**config.mk**
```make
export PLATFORM = sky130hd
export DESIGN_NAME = service_id_registry_unit
export DESIGN_NICKNAME = d
export VERILOG_FILES = /design/src/hw/rtl/sidr_pkg.sv /design/src/hw/rtl/sidr_ram.sv /design/src/hw/rtl/sidr_seq.sv /design/src/hw/rtl/service_id_registry_unit.sv
export SDC_FILE = /design/constraint.sdc
export NUM_CORES = 1
export LEC_CHECK = 0
export ABC_AREA = 1
export BUFFER_PORTS_ARGS = -buffer_cell sky130_fd_sc_hd__buf_2
export CAP_MARGIN = 30
export CORE_MARGIN = 4
export CORE_UTILIZATION = 62
export DETAILED_ROUTE_END_ITERATION = 10
export PLACE_DENSITY_LB_ADDON = 0.1
export RECOVER_POWER = 25
export SLEW_MARGIN = 10
export SYNTH_ARGS = -nofsm -noshare
export SYNTH_HDL_FRONTEND = slang
export SYNTH_SLANG_ARGS = --single-unit
```
**constraint.sdc**
```tcl
create_clock -name clk -period 2.6 [get_ports clk]
set_input_delay 0.13 -clock clk [delete_from_list [all_inputs] [get_ports clk]]
set_output_delay 0.13 -clock clk [all_outputs]
set_load 0.01 [all_outputs]
```
**src/hw/rtl/sidr_pkg.sv**
```systemverilog
`default_nettype none

package sidr_pkg;

	localparam int MAX_ENTRIES = 16;
	localparam int ID_BITS     = 8;

	localparam int IDX_W = (MAX_ENTRIES > 1) ? $clog2(MAX_ENTRIES) : 1;
	localparam int CNT_W = $clog2(MAX_ENTRIES + 1);
	// common width for position vs count compares
	localparam int CMP_W = 8;

	typedef logic [ID_BITS-1:0] id_t;
	typedef logic [IDX_W-1:0]   idx_t;
	typedef logic [CNT_W-1:0]   cnt_t;
	typedef logic [CMP_W-1:0]   cmp_t;

	localparam logic [1:0] CMD_ADD  = 2'd0;
	localparam logic [1:0] CMD_DEL  = 2'd1;
	localparam logic [1:0] CMD_FIND = 2'd2;
	localparam logic [1:0] CMD_GET  = 2'd3;

	localparam logic [1:0] STAT_OK   = 2'd0;
	localparam logic [1:0] STAT_FULL = 2'd1;
	localparam logic [1:0] STAT_DUP  = 2'd2;
	localparam logic [1:0] STAT_NONE = 2'd3;

	typedef struct packed {
		logic [1:0] command;
		logic [7:0] sid;
		logic [3:0] position;
	} svc_in_t;

	typedef struct packed {
		logic [1:0] status;
		logic [3:0] found_position;
		logic [7:0] found_id;
		logic [4:0] entry_count;
	} svc_out_t;

	typedef struct packed {
		logic we;
		idx_t waddr;
		id_t  wdata;
		idx_t raddr;
	} mem_req_t;

	typedef enum logic [4:0] {
		S_IDLE  = 5'b00001,
		S_GET   = 5'b00010,
		S_SCAN  = 5'b00100,
		S_SHIFT = 5'b01000,
		S_RESP  = 5'b10000
	} state_t;

endpackage

`default_nettype wire

```
**src/hw/rtl/sidr_ram.sv**
```systemverilog
`default_nettype none

module sidr_ram #(
	parameter int WIDTH = 8,
	parameter int DEPTH = 16
) (
	input  wire                                          clk,
	input  wire                                          we,
	input  wire [((DEPTH > 1) ? $clog2(DEPTH) : 1)-1:0] waddr,
	input  wire [WIDTH-1:0]                              wdata,
	input  wire [((DEPTH > 1) ? $clog2(DEPTH) : 1)-1:0] raddr,
	output logic [WIDTH-1:0]                             rdata
);

	logic [WIDTH-1:0] mem_q [DEPTH];

	always_ff @(posedge clk) begin
		if (we) begin
			mem_q[waddr] <= wdata;
		end
		rdata <= mem_q[raddr];
	end

endmodule

`default_nettype wire

```
**src/hw/rtl/sidr_seq.sv**
```systemverilog
`default_nettype none

module sidr_seq (
	input  wire                     clk,
	input  wire                     arst_n,
	input  wire                     cmd_valid,
	input  wire sidr_pkg::svc_in_t  cmd,
	output logic                    cmd_stall,
	input  wire                     out_free,
	output logic                    res_valid,
	output sidr_pkg::svc_out_t      res,
	output sidr_pkg::mem_req_t      mem_req,
	input  wire sidr_pkg::id_t      mem_rdata
);

	sidr_pkg::state_t state_q;
	logic [1:0]       cmd_q;
	sidr_pkg::id_t    id_q;
	logic [3:0]       pos_q;
	sidr_pkg::cnt_t   count_q;
	sidr_pkg::cnt_t   scan_q;
	logic             rv_s1;
	sidr_pkg::cnt_t   ridx_s1;
	logic [1:0]       res_status_q;
	logic [3:0]       res_pos_q;
	logic [7:0]       res_id_q;

	logic in_fire;
	logic match;
	logic scan_end;
	logic get_hit;

	assign in_fire  = cmd_valid && !cmd_stall;
	assign match    = rv_s1 && (mem_rdata == id_q);
	// nothing in flight and every held entry already read
	assign scan_end = !rv_s1 && (scan_q >= count_q);
	assign get_hit  = sidr_pkg::cmp_t'(pos_q) < sidr_pkg::cmp_t'(count_q);

	assign cmd_stall = (state_q != sidr_pkg::S_IDLE);
	assign res_valid = (state_q == sidr_pkg::S_RESP) && out_free;

	always_comb begin
		res.status         = res_status_q;
		res.found_position = res_pos_q;
		res.found_id       = res_id_q;
		res.entry_count    = 5'(count_q);
	end

	always_comb begin
		mem_req.we    = 1'b0;
		mem_req.waddr = sidr_pkg::idx_t'(count_q);
		mem_req.wdata = id_q;
		mem_req.raddr = sidr_pkg::idx_t'(scan_q);
		case (state_q)
			sidr_pkg::S_GET: begin
				mem_req.raddr = sidr_pkg::idx_t'(pos_q);
			end
			sidr_pkg::S_SCAN: begin
				// append on a missed add
				mem_req.we = !match && scan_end && (cmd_q == sidr_pkg::CMD_ADD);
			end
			sidr_pkg::S_SHIFT: begin
				mem_req.we    = rv_s1;
				mem_req.waddr = sidr_pkg::idx_t'(ridx_s1 - sidr_pkg::cnt_t'(1));
				mem_req.wdata = mem_rdata;
			end
			default: begin
			end
		endcase
	end

	always_ff @(posedge clk or negedge arst_n) begin
		if (!arst_n) begin
			state_q <= sidr_pkg::S_IDLE;
			count_q <= '0;
			rv_s1   <= 1'b0;
		end else begin
			case (state_q)
				sidr_pkg::S_IDLE: begin
					rv_s1  <= 1'b0;
					scan_q <= '0;
					if (in_fire) begin
						cmd_q <= cmd.command;
						id_q  <= sidr_pkg::id_t'(cmd.sid);
						pos_q <= cmd.position;
						if (cmd.command == sidr_pkg::CMD_GET) begin
							state_q <= sidr_pkg::S_GET;
						end else if (cmd.command == sidr_pkg::CMD_ADD &&
						             count_q >= sidr_pkg::cnt_t'(sidr_pkg::MAX_ENTRIES)) begin
							res_status_q <= sidr_pkg::STAT_FULL;
							res_pos_q    <= '0;
							res_id_q     <= '0;
							state_q      <= sidr_pkg::S_RESP;
						end else begin
							state_q <= sidr_pkg::S_SCAN;
						end
					end
				end
				sidr_pkg::S_GET: begin
					if (rv_s1) begin
						rv_s1        <= 1'b0;
						res_status_q <= sidr_pkg::STAT_OK;
						res_pos_q    <= pos_q;
						res_id_q     <= 8'(mem_rdata);
						state_q      <= sidr_pkg::S_RESP;
					end else if (get_hit) begin
						rv_s1 <= 1'b1;
					end else begin
						res_status_q <= sidr_pkg::STAT_NONE;
						res_pos_q    <= '0;
						res_id_q     <= '0;
						state_q      <= sidr_pkg::S_RESP;
					end
				end
				sidr_pkg::S_SCAN: begin
					if (match) begin
						rv_s1     <= 1'b0;
						res_pos_q <= 4'(ridx_s1);
						res_id_q  <= 8'(id_q);
						case (cmd_q)
							sidr_pkg::CMD_ADD: begin
								res_status_q <= sidr_pkg::STAT_DUP;
								state_q      <= sidr_pkg::S_RESP;
							end
							sidr_pkg::CMD_DEL: begin
								res_status_q <= sidr_pkg::STAT_OK;
								scan_q       <= ridx_s1 + sidr_pkg::cnt_t'(1);
								state_q      <= sidr_pkg::S_SHIFT;
							end
							default: begin
								res_status_q <= sidr_pkg::STAT_OK;
								state_q      <= sidr_pkg::S_RESP;
							end
						endcase
					end else if (scan_end) begin
						if (cmd_q == sidr_pkg::CMD_ADD) begin
							res_status_q <= sidr_pkg::STAT_OK;
							res_pos_q    <= 4'(count_q);
							res_id_q     <= 8'(id_q);
							count_q      <= count_q + sidr_pkg::cnt_t'(1);
						end else begin
							res_status_q <= sidr_pkg::STAT_NONE;
							res_pos_q    <= '0;
							res_id_q     <= '0;
						end
						state_q <= sidr_pkg::S_RESP;
					end else if (scan_q < count_q) begin
						rv_s1   <= 1'b1;
						ridx_s1 <= scan_q;
						scan_q  <= scan_q + sidr_pkg::cnt_t'(1);
					end else begin
						rv_s1 <= 1'b0;
					end
				end
				sidr_pkg::S_SHIFT: begin
					// read entry j+1 while entry j-1 is written back
					if (scan_q < count_q) begin
						rv_s1   <= 1'b1;
						ridx_s1 <= scan_q;
						scan_q  <= scan_q + sidr_pkg::cnt_t'(1);
					end else begin
						rv_s1 <= 1'b0;
						if (!rv_s1) begin
							count_q <= count_q - sidr_pkg::cnt_t'(1);
							state_q <= sidr_pkg::S_RESP;
						end
					end
				end
				sidr_pkg::S_RESP: begin
					if (out_free) begin
						state_q <= sidr_pkg::S_IDLE;
					end
				end
				default: begin
					state_q <= sidr_pkg::S_IDLE;
				end
			endcase
		end
	end

	a_count_range: assert property (@(posedge clk) disable iff (!arst_n)
		count_q <= sidr_pkg::cnt_t'(sidr_pkg::MAX_ENTRIES))
		else $error("entry count above table size");

	a_write_states: assert property (@(posedge clk) disable iff (!arst_n)
		mem_req.we |-> (state_q == sidr_pkg::S_SCAN || state_q == sidr_pkg::S_SHIFT))
		else $error("table write outside scan or shift");

	a_accept_busy: assert property (@(posedge clk) disable iff (!arst_n)
		in_fire |=> (state_q != sidr_pkg::S_IDLE))
		else $error("accepted beat left sequencer idle");

	a_resp_once: assert property (@(posedge clk) disable iff (!arst_n)
		res_valid |=> (state_q == sidr_pkg::S_IDLE))
		else $error("result issued twice");

	a_shift_below_count: assert property (@(posedge clk) disable iff (!arst_n)
		(mem_req.we && state_q == sidr_pkg::S_SHIFT) |->
			(sidr_pkg::cnt_t'(mem_req.waddr) < count_q))
		else $error("shift write beyond held entries");

endmodule

`default_nettype wire

```
**src/hw/rtl/service_id_registry_unit.sv**
```systemverilog
// channel | direction | handshake            | payload
// cmd     | in        | cmd_valid, cmd_stall | sidr_pkg::svc_in_t
// rsp     | out       | rsp_valid, rsp_stall | sidr_pkg::svc_out_t
//
// a get reads one table entry and an add to a full table reads none;
// add and find scan the held entries, and delete scans up to the match and then shifts
// the rest down, both at one read per cycle over the table memory
// one command in flight; a result waits in the output register while the next beat is taken
// reset clears the count but not the table, so the table needs no clearing pass
// rsp_stall holds the output register and, once the sequencer finishes, stalls cmd

`default_nettype none

module service_id_registry_unit (
	input  wire                     clk,
	input  wire                     arst_n,
	input  wire                     cmd_valid,
	output logic                    cmd_stall,
	input  wire sidr_pkg::svc_in_t  cmd,
	output logic                    rsp_valid,
	input  wire                     rsp_stall,
	output sidr_pkg::svc_out_t      rsp
);

	sidr_pkg::mem_req_t mem_req;
	sidr_pkg::id_t      mem_rdata;
	sidr_pkg::svc_out_t res;
	logic               res_valid;
	logic               out_free;
	logic               rsp_valid_q;
	sidr_pkg::svc_out_t rsp_q;

	assign out_free  = !rsp_valid_q || !rsp_stall;
	assign rsp_valid = rsp_valid_q;
	assign rsp       = rsp_q;

	sidr_seq u_seq (
		.clk       (clk),
		.arst_n    (arst_n),
		.cmd_valid (cmd_valid),
		.cmd       (cmd),
		.cmd_stall (cmd_stall),
		.out_free  (out_free),
		.res_valid (res_valid),
		.res       (res),
		.mem_req   (mem_req),
		.mem_rdata (mem_rdata)
	);

	sidr_ram #(
		.WIDTH (sidr_pkg::ID_BITS),
		.DEPTH (sidr_pkg::MAX_ENTRIES)
	) u_table (
		.clk   (clk),
		.we    (mem_req.we),
		.waddr (mem_req.waddr),
		.wdata (mem_req.wdata),
		.raddr (mem_req.raddr),
		.rdata (mem_rdata)
	);

	always_ff @(posedge clk or negedge arst_n) begin
		if (!arst_n) begin
			rsp_valid_q <= 1'b0;
		end else if (res_valid) begin
			rsp_valid_q <= 1'b1;
		end else if (!rsp_stall) begin
			rsp_valid_q <= 1'b0;
		end
	end

	always_ff @(posedge clk) begin
		if (res_valid) begin
			rsp_q <= res;
		end
	end

endmodule

`default_nettype wire

```
==> out/qor.yml <==
min_path:
  min-delay-path-class: "input port to async pin"
detailed_routing:
  num_vias: 6887
  ant_nets: 0
  wl_per_cell_um: 17.8
  drc_errors: 0
  wirelength_um: 22100
  drt_first_iter_violations: 842
  routed_via_density: 5.53
  drt-pass1-iter-count: 5
sta:
  grt_setup_unrepaired: "false"
  fin_crit_ps: 2450
  tns_ps: 0
  clock-skew-final_ps: 14.9
  max_slew_margin_pct: 35.2
  min_period_over_period_pct: 94.1
  fmax_mhz: 409
  finalHoldViolations: 0
  finalMaxSlewViolations: 0
  setup_ws_ps: 153
  setup_viol: 0
  tightest_slew_ps: 972
worst_setup_path:
  crit_type: "flip-flop to flip-flop"
  end_kind: "flip-flop"
  path_max_fanout: 17
  crit_arrival_ps: 2780
  start_kind: "flip-flop"
  cp.required_ps: 2930
cts:
  cts.reportedPaths.clkPinSlew_ps: 60
  cts_sinks: 205
  insertion_delay_ps: 500
  cts.htree.levels: 1
  cts_max_path_buffers: 3
  cts_tree: "done"
  numCtsBuffers: 21
  root_buffer: "clkbuf_16"
synth:
  ys_types: 39
  yosysSeqAreaShare_pct: 63.3
  netlist_instances: 943
  syn_avg_cell_area_um2: 10.1
  synth_flop_cell: "edfxtp_1"
  synth_enable_flop_cells: 185
  synthArstFlopShare_pct: 5.85
  synth_compound_gate_area_share_pct: 3.96
  synthAdderAreaFrac_pct: 2.19
  synthMuxAreaShare_pct: 0
  yosys_register_bits: 205
  synth_top_family_by_area: "simple AND/OR/NAND/NOR gates"
  synth_simple_gate_area_share_pct: 20.3
  netlist_area_um2: 9500
  yosysWarnings: 0
  syn-num-nets: 977
  synth_xor_area_share_pct: 1.38
layout:
  fin_cells: 1245
  drive_above_1_share_pct: 11.1
  fillers: 1033
  final_common_cell: "nand2_1"
  fin_util_pct: 75.0
  nets: 1080
  area_delta_synth_final_pct: 16.4
  antenna_cells: 0
  mostFrequentLayoutCells: "nand2_1, edfxtp_1, inv_1, nand3_1, nor2_1"
power_and_ir_drop:
  power_density_nw_per_um2: 952
  power.total_mw: 10.5
  irDropWorstVdd_mv: 0.808
  p_leak_nw: 4.74
die:
  initial_core_util_pct: 64.4
  coreArea_um2: 14800
  die_area_um2: 17400
  fp-row-count: 44
  die_w_um: 132
  pin_count: 39
  die_h_um: 132
place:
  place_inst: 1189
  post-dp-hpwl_um: 14700
  dp_slack_ps: 157
  gp_congestion: 0.965
  port_buffers: 38
global_routing:
  grt_pass1_vias: 6370
  grt_pass1_wl_um: 34400
  grt_usage_pct: 25.1
  globalRouteOverflowTotal: 0
  grt_max_degree: 55
  antenna_found_initial: 0
flow_run:
  cap_violations: 0
outcome:
  outcome: "finished, final reports clean"
-- registers in the layout (all words and copies together) (netlist names) --
register            count
u_seq.count_q           5
u_seq.cmd_q             2
u_seq.res_status_q      2
u_seq.state_q           5
u_table.rdata           8
rsp_valid               1
rsp                    19
u_seq.scan_q            5
u_seq.ridx_s1           5
u_seq.pos_q             4
u_table.mem_q         128
u_seq.res_id_q          8
u_seq.id_q              8
u_seq.res_pos_q         4
u_seq.rv_s1             1
-- Yosys cell counts, types with 2 or more instances --
library cell | n | area (µm²)
nand2_1 | 213 | 800
edfxtp_1 | 185 | 5560
inv_1 | 178 | 668
nand3_1 | 149 | 746
nor2_1 | 43 | 161
o21ai_0 | 38 | 190
ha_1 | 15 | 188
buf_2 | 13 | 65.1
dfrtp_1 | 11 | 275
xor2_1 | 11 | 96.3
clkbuf_1 | 8 | 30.0
dfxtp_1 | 8 | 160
nand3b_1 | 8 | 60.1
a21oi_1 | 6 | 30.0
buf_4 | 5 | 37.5
inv_2 | 5 | 18.8
nand4_1 | 5 | 31.3
o211ai_1 | 5 | 37.5
xnor2_1 | 4 | 35.0
nor3_1 | 3 | 15.0
o21ai_4 | 3 | 48.8
o21bai_1 | 3 | 22.5
buf_6 | 2 | 22.5
nand2_2 | 2 | 12.5
nand3_2 | 2 | 20.0
nand4_2 | 2 | 25.0
nor2_2 | 2 | 12.5
nor2_4 | 2 | 22.5
o21ai_2 | 2 | 17.5
-- timing repair --
item	4_1_cts	5_1_grt
hold buffers	17	0
resized for setup	0	3
setup endpoints to repair	0	86
endpoints found under the hold margin	29	0
setup buffers	0	1
-- power by group --
| part | leakage, nW | internal (mW) | total [mW] | switching (mW) |
|---|---|---|---|---|
| Sequential | 1.89 | 4.03 | 4.19 | 0.161 |
| Clock | 0.370 | 2.09 | 3.29 | 1.20 |
| Combinational | 2.48 | 0.928 | 3.06 | 2.13 |
-- critical path: stages (launching register included) --
cell	delay (ps)
dfstp_2	390
nor2_2	180
nand4_2	310
buf_4	330
o21ai_1	730
buf_4	330
-- path summary, 6_finish.rpt --
path / start / to / slack [ps] / depth (start not counted)
min: arst_n / u_seq.state_q[1]$_DFFE_PN0P_ / 310 / 2
max in group asynchronous: arst_n / u_seq.count_q[1]$_DFFE_PN0P_ / 1700 / 2
min reg2reg: u_seq.res_id_q[3]$_DFFE_PP_ / rsp[8]$_DFFE_PP_ / 410 / 0
max: u_seq.state_q[0]$_DFFE_PN1P_ / u_table.mem_q[13][0]$_DFFE_PP_ / 150 / 5
max reg2reg: u_seq.state_q[0]$_DFFE_PN1P_ / u_table.mem_q[13][0]$_DFFE_PP_ / 150 / 5
min in group clk: cmd[5] / u_seq.id_q[1]$_DFFE_PP_ / 340 / 2
-- cell type report --
| class | count | area [µm²] | share of cell area, % |
|---|---|---|---|
| tap | 184 | 230 | 2.08 |
| timing repair buffer | 108 | 694 | 6.28 |
| inverter | 184 | 691 | 6.24 |
| clock inverter | 13 | 220 | 1.99 |
| multi-input combinational | 526 | 2670 | 24.2 |
| sequential | 205 | 6020 | 54.4 |
| clock buffer | 25 | 541 | 4.88 |
-- routing by layer --
metal	GRT usage [%]	vias to the layer above	wire length, µm
li1	-	3295	-
met1	37.8	3209	9620
met2	38.7	342	10100
met3	4.20	41	1970
met4	5.95	0	415
met5	0	-	0
-- metrics by stage --
stage | hold slack, ps | area (µm²)
after floorplan | -166 | 9500
after global placement | 58.3 | 10200
after detailed placement | 69.4 | 10200
after CTS | 82.4 | 11100
after global routing | 346 | 11100
final | 307 | 11100
-- cell families (layout without fill, tap and decap cells) --
family | after synthesis | in the layout
flops | 205 | 205
xor+xnor | 15 | 15
buf+inv | 212 | 330
fa+ha+maj | 16 | 16
simple gates | 434 | 434
compound gates | 61 | 61
(Power assumes the default switching activity.)
